**src/rtl/prpt_pkg.sv**
```systemverilog
// Types, constants and operand selection for the ray versus polygon test.
package prpt_pkg;

  localparam int unsigned CoordW = 32;
  localparam int unsigned ProdW = 2 * CoordW;
  localparam int unsigned AccW = ProdW + 3;
  localparam int unsigned CountW = 5;
  localparam int unsigned SlotW = 4;
  localparam int unsigned TermW = 3;
  localparam int unsigned MaxEdgesDefault = 16;

  localparam logic [TermW-1:0] TermFirst = 3'd0;
  localparam logic [TermW-1:0] TermLast = 3'd6;

  typedef enum logic {
    FUNC_LOAD = 1'b0,
    FUNC_TEST = 1'b1
  } func_e;

  typedef logic signed [CoordW-1:0] coord_t;

  typedef struct packed {
    coord_t d_z;
    coord_t d_y;
    coord_t d_x;
    coord_t n_z;
    coord_t n_y;
    coord_t n_x;
  } line_t;

  localparam int unsigned LineW = $bits(line_t);

  typedef struct packed {
    logic clr;
    logic add;
    logic mul;
  } mac_ctrl_t;

  typedef struct packed {
    logic neg;
    logic zero;
  } mac_status_t;

  // Ray side of the permuted inner product: ray D against edge N, then ray N against edge D.
  function automatic coord_t pick_ray(line_t ray, logic [TermW-1:0] term);
    coord_t v;
    case (term)
      3'd0:    v = ray.d_x;
      3'd1:    v = ray.d_y;
      3'd2:    v = ray.d_z;
      3'd3:    v = ray.n_x;
      3'd4:    v = ray.n_y;
      3'd5:    v = ray.n_z;
      default: v = '0;
    endcase
    return v;
  endfunction

  function automatic coord_t pick_edge(line_t edge_line, logic [TermW-1:0] term);
    coord_t v;
    case (term)
      3'd0:    v = edge_line.n_x;
      3'd1:    v = edge_line.n_y;
      3'd2:    v = edge_line.n_z;
      3'd3:    v = edge_line.d_x;
      3'd4:    v = edge_line.d_y;
      3'd5:    v = edge_line.d_z;
      default: v = '0;
    endcase
    return v;
  endfunction

endpackage

```
**src/rtl/prpt_mac.sv**
```systemverilog
// Shared signed multiply-accumulate unit with the sign and zero flags of the running sum.
module prpt_mac (
  input  logic                clk_i,
  input  logic                rst_ni,
  input  prpt_pkg::mac_ctrl_t ctrl_i,
  input  prpt_pkg::coord_t    a_i,
  input  prpt_pkg::coord_t    b_i,
  output prpt_pkg::mac_status_t status_o
);

  import prpt_pkg::*;

  logic signed [ProdW-1:0] prod_q;
  logic signed [AccW-1:0]  acc_q, acc_d;
  logic signed [AccW-1:0]  prod_ext;

  assign prod_ext = {{(AccW - ProdW){prod_q[ProdW-1]}}, prod_q};
  assign acc_d = (ctrl_i.clr ? AccW'(0) : acc_q) + (ctrl_i.add ? prod_ext : AccW'(0));

  always_ff @(posedge clk_i or negedge rst_ni) begin
    if (!rst_ni) begin
      acc_q <= '0;
    end else begin
      acc_q <= acc_d;
    end
  end

  always_ff @(posedge clk_i) begin
    if (ctrl_i.mul) begin
      prod_q <= ProdW'(a_i) * ProdW'(b_i);
    end
  end

  assign status_o.neg = acc_d[AccW-1];
  assign status_o.zero = (acc_d == '0);

endmodule
```
**config.mk**
```make
export PLATFORM = sky130hd
export DESIGN_NAME = prpt_mac
export DESIGN_NICKNAME = d
export VERILOG_FILES = /design/src/rtl/prpt_pkg.sv /design/src/rtl/prpt_mac.sv
export SDC_FILE = /design/constraint.sdc
export NUM_CORES = 2
export LEC_CHECK = 0
export ABC_CLOCK_PERIOD_IN_PS = 8100
export BUFFER_PORTS_ARGS = -buffer_cell sky130_fd_sc_hd__buf_2
export CAP_MARGIN = 20
export CORE_ASPECT_RATIO = 1.75
export CORE_MARGIN = 3
export CORE_UTILIZATION = 67
export CTS_BUF_LIST = sky130_fd_sc_hd__clkbuf_4 sky130_fd_sc_hd__clkbuf_8 sky130_fd_sc_hd__clkbuf_16
export DETAILED_ROUTE_END_ITERATION = 16
export PLACE_DENSITY = 0.84
export SETUP_SLACK_MARGIN = 0.5
export SYNTH_ARGS = -nofsm -noshare
export SYNTH_HDL_FRONTEND = slang
export SYNTH_SLANG_ARGS = --single-unit
```
**constraint.sdc**
```tcl
create_clock -name clk_i -period 8.1 [get_ports clk_i]
set_input_delay 1.62 -clock clk_i [delete_from_list [all_inputs] [get_ports clk_i]]
set_output_delay 1.62 -clock clk_i [all_outputs]
set_load 0.02 [all_outputs]
```
; ---- Word-level counts from Yosys, hierarchy flattened
; Cells that the tools add are included.
[totals]
regBits = 131
in_bits = 69
out_inout_bits = 2
word_cells = 7
[op_classes]
add_sub_neg = 1
mul = 1
n_mux = 2
n_reduce_logical = 1
[ops]
columns = operator, count
row1 = $mux 67, 2
row2 = $add 67x67->67, 1
row3 = $logic_not 67->1, 1
row4 = $mul 32x32->64, 1

; ---- Depth between registers and ports, before layout
[depth]
ltp_word = 3
mapped_depth = 32
ltp_nobuf = 30

; ---- Worst setup path before layout
; Ideal clock, no wire load.
[synth_timing]
path_kind = input port to flip-flop
from = in a_i[31]
to = reg prod_q[61], data pin
setup_time_ns = 0.265
arrival_time_ns = 8.784
required_ns = 7.835
slack_ns = -0.949
cell_stages = 28
path_buffers = 1
cell_sequence = clkbuf_1 nand2_1 inv_1 fa_1 inv_1 fa_1 fa_1 inv_1 fa_1 inv_1 fa_1 inv_1 fa_1 inv_1 fa_1 inv_1 fa_1 ha_1 and2_1 o21ai_0 nand2b_1 a21oi_1 a21boi_0 a21oi_1 a21o_1 a21oi_1 o21ai_0 xor2_1
[synth_between]
elab_chain_cells = 1
[synth_rtl]
columns = item, line_no
row1 = start: declaration, prpt_mac.sv:6  ; input prpt_pkg::coord_t a_i,
row2 = $mul 32x32->64, prpt_mac.sv:30  ; prod_q <= ProdW'(a_i) * ProdW'(b_i);
row3 = end signal: assignment, prpt_mac.sv:30
row4 = end: declaration, prpt_mac.sv:13  ; logic signed [ProdW-1:0] prod_q;
; No other way between the ends.
; A chain may end at the register's enable or synchronous reset.

; ---- Worst setup path in the final report
[layout_timing]
from = in a_i[14]
to = reg prod_q[58], data pin
; Same word-level chain as after synthesis.

==> summary.txt <==
Status
  – Status: finished, violations left
  – Violated checks: negative setup slack

Timing
  – Fin worst setup slack: -0.654 ns
  – Fin. max-slew vios: 0
  – Final worst-path cycle share: 108%
  – Worst Skew: ~0.015 ns
  – Fin crit period: 8.75 ns
  – Slew at the pin closest to its max-slew limit: around 0.94 ns
  – Fmax: 114 MHz
  – Final setup vio count: 29
  – Hold Vio Cnt, Final: 0
  – RSZ-0062 raised after global routing: true
  – Max-slew headroom: 37.4%

Clock tree
  – Hold buffers post-CTS: 0
  – H-tree depth: 4
  – Clock latency on the worst-skew pair: 0.44 ns
  – Clk sinks: 131
  – Longest Clk Path Bufs: 2
  – TritonCTS clock tree: built
  – Total CTS buffers: 17
  – Clock Pin Slew Worst Setup and Hold Paths: 0.07 ns
  – CTS root buf: clkbuf_16

Synthesis
  – Flops & latches, synth: 131
  – Syn_area_per_cell: 9.28 um2
  – Area of the mapped netlist: 45,800 um2
  – Synth unique cells: 102
  – Net Count, Synth: 6,341
  – Fraction of synthesis flops using an asynchronous set or reset pin: 51.1%
  – Sequential share of the synthesized area: 7.85%
  – Ys flop type: dfrtp_1
  – Cells after synthesis: approximately 4,900
  – EDFF count, synth: 64
  – Synth Warn #: 0

Drt
  – Post-route ant nets: 0
  – Vias post-DR: 38,600
  – First drt pass iteration count: 6
  – Drt wl/cell: 24.0 um
  – Routed wire length: ~150,000 um
  – Post-route DRC: 0
  – Initial DRC count: 3,469
  – Via/cell ratio: between 6 and 7

Setup path
  – Critical path startpoint: a_i[14]
  – CP arrival: 8.95 ns
  – Setup crit end kind: flop
  – Reg2Reg Depth: 12
  – Reg-to-reg endpoint: acc_q[66]
  – Data required, critical path: 8.30 ns
  – CP Max Fanout: 5
  – RR Startpoint: prod_q[2]
  – Setup crit start kind: input port
  – Reg2Reg Setup Slack: 4.52 ns
  – Crit path to: prod_q[58]
  – Type of the worst setup path: input port to flop

GRT
  – Initial antenna violation count: 9
  – Tot GR Track Use: 42.0%
  – First-pass GRT wire length: 229,000 um
  – Grt met2 use: between 70% and 80%
  – Global routing's busiest layer: met2
  – GR Overflow Total: 0
  – Met3 Use GR: 9.51%
  – Number of global-route vias before repair: 43,800
  – Met1 Usage GRT: 40.2%
  – Largest net degree at the start of global routing: just under 70

Floorplanning
  – Row Count: 126
  – IO Pins: 71
  – DIE HEIGHT: approximately 350 um
  – Core Region: 67,600 um2
  – Die area: a little over 70,000 um2
  – Starting density of the core: approximately 68%
  – Die width: 204 um

Cells and area
  – Util after Layout: between 70 and 80%
  – Ratio of cells with drive above 1 in the final layout: 18.7%
  – P&R area growth vs syn: 17.2%
  – Commonest non-fill, non-tap cell in the layout: fa_1
  – Most frequent cells in the layout: fa_1, inv_1, and2_1
  – NumNets Final: 6,761

Placement
  – Routability congestion estimate from global placement: 1.04
  – Post-DP HPWL: ~120,000 um
  – Port bufs: 70

Hold path
  – Hold Crit Depth: 2
  – Min-Delay Path Class: flop to flop

Flow run
  – Max-cap violation count: 0
==> through the flow <==
step	setup TNS, ns	hold WS, ns	setup slack [ns]	instances	area, um2
after detailed placement	-33.45	0.625	-1.30	6170	50900
after global placement	-27.12	0.606	-1.16	6170	50900
after global routing	-15.35	0.661	-0.824	6270	53700
after floorplan	-3.17	0.574	-0.447	4939	46500
final	-11.21	0.650	-0.654	6275	53700
after CTS	-4.97	0.639	-0.444	6245	52800
==> flip-flops by register name, summed over array words and instances, names as in the netlist <==
signal  flops
prod_q     64
acc_q      67
==> layout make-up <==
type | count | area [um2]
multi-input combinational | 3545 | 38800
fill | 4005 | 13900
timing repair buffer | 650 | 5730
inverter | 1014 | 3810
sequential | 131 | 3600
tap | 896 | 1120
clock buffer | 17 | 425
clock inverter | 15 | 156
antenna | 7 | 17.5
==> worst min path at each step <==
stage / start / endpoint / slack [ns]
finish: prod_q[0] / acc_q[0] / 0.65
global placement: acc_q[0] / acc_q[0] / 0.61
global route: prod_q[0] / acc_q[0] / 0.66
floorplan: prod_q[0] / acc_q[0] / 0.57
detailed placement: prod_q[0] / acc_q[0] / 0.63
CTS: prod_q[0] / acc_q[0] / 0.64
==> cell usage after synthesis (4+ instances only) <==
| library cell | instances | area [um2] |
|---|---|---|
| fa_1 | 1083 | 21700 |
| inv_1 | 1013 | 3800 |
| and2_1 | 610 | 3820 |
| nand2_1 | 585 | 2200 |
| ha_1 | 250 | 3130 |
| clkbuf_1 | 229 | 860 |
| a21oi_1 | 154 | 771 |
| nor2_1 | 122 | 458 |
| nor2b_1 | 77 | 482 |
| xnor2_1 | 76 | 666 |
| o21ai_0 | 68 | 340 |
| dfrtp_1 | 67 | 1680 |
| edfxtp_1 | 64 | 1920 |
| a21o_1 | 63 | 473 |
| nor3_1 | 36 | 180 |
| nand3_1 | 35 | 175 |
| nand4_1 | 32 | 200 |
| xor2_1 | 31 | 272 |
| o21bai_1 | 23 | 173 |
| a31oi_1 | 21 | 131 |
| and3_1 | 21 | 131 |
| nand2b_1 | 19 | 119 |
| o21a_1 | 19 | 143 |
| or3_1 | 18 | 113 |
| a211oi_1 | 16 | 120 |
| buf_2 | 13 | 65.1 |
| a21oi_2 | 12 | 105 |
| o211ai_1 | 12 | 90.1 |
| o21ai_1 | 10 | 50.1 |
| nor4_1 | 9 | 56.3 |
| and4_1 | 8 | 70.1 |
| o2111ai_1 | 8 | 70.1 |
| a21boi_0 | 7 | 52.6 |
| o31ai_1 | 7 | 52.6 |
| a221oi_1 | 6 | 52.6 |
| a211o_1 | 4 | 35.0 |
| buf_6 | 4 | 45.0 |
| nand4b_1 | 4 | 35.0 |
| o221ai_1 | 4 | 35.0 |
| or4_1 | 4 | 30.0 |
==> logic make-up (layout without fill, tap and decap cells) <==
logic type      after synthesis  count (layout)  share of synthesized area, %
compound gates              493             493                          7.28
mux                           3               3                        0.0682
other cells                   0               7                             0
buf+inv                    1263            1696                          10.5
fa+ha+maj                  1333            1333                          54.1
flops                       131             131                          7.85
simple gates               1609            1609                          18.2
xor+xnor                    107             107                          2.04
==> layer usage <==
layer / wire (um) / up-vias / share of wire [%]
met5: 85 / - / 0.057
met4: 19800 / 12 / 13
met3: 12000 / 1254 / 8.0
met2: 75700 / 2412 / 50
met1: 42800 / 19200 / 28
li1: - / 15700 / -
==> timing repair <==
action / CTS / global route
cloned: 1 / 2
pin swaps: 93 / 87
endpoints found under the setup margin: 49 / 46
gates resized for setup: 254 / 171
setup buffers: 42 / 21
endpoints found under the hold margin: 0 / 0
==> critical path, cell delays in order <==
cell	delay [ns]
buf_12	0.12
buf_12	0.13
and2_4	0.15
fa_1	0.55
fa_1	0.46
fa_1	0.52
inv_1	0.05
fa_1	0.47
inv_1	0.05
fa_2	0.60
fa_2	0.47
fa_1	0.57
fa_1	0.46
ha_4	0.30
a21oi_1	0.21
o21ai_1	0.15
a31oi_2	0.25
o211ai_1	0.14
buf_4	0.17
o211ai_1	0.33
a21boi_4	0.13
o311ai_4	0.29
a32oi_2	0.21
a311o_1	0.33
a21oi_2	0.14
xnor2_1	0.08
Power is not shown: default switching activity piles up to over one toggle a cycle in this logic, so the estimate is an artifact.
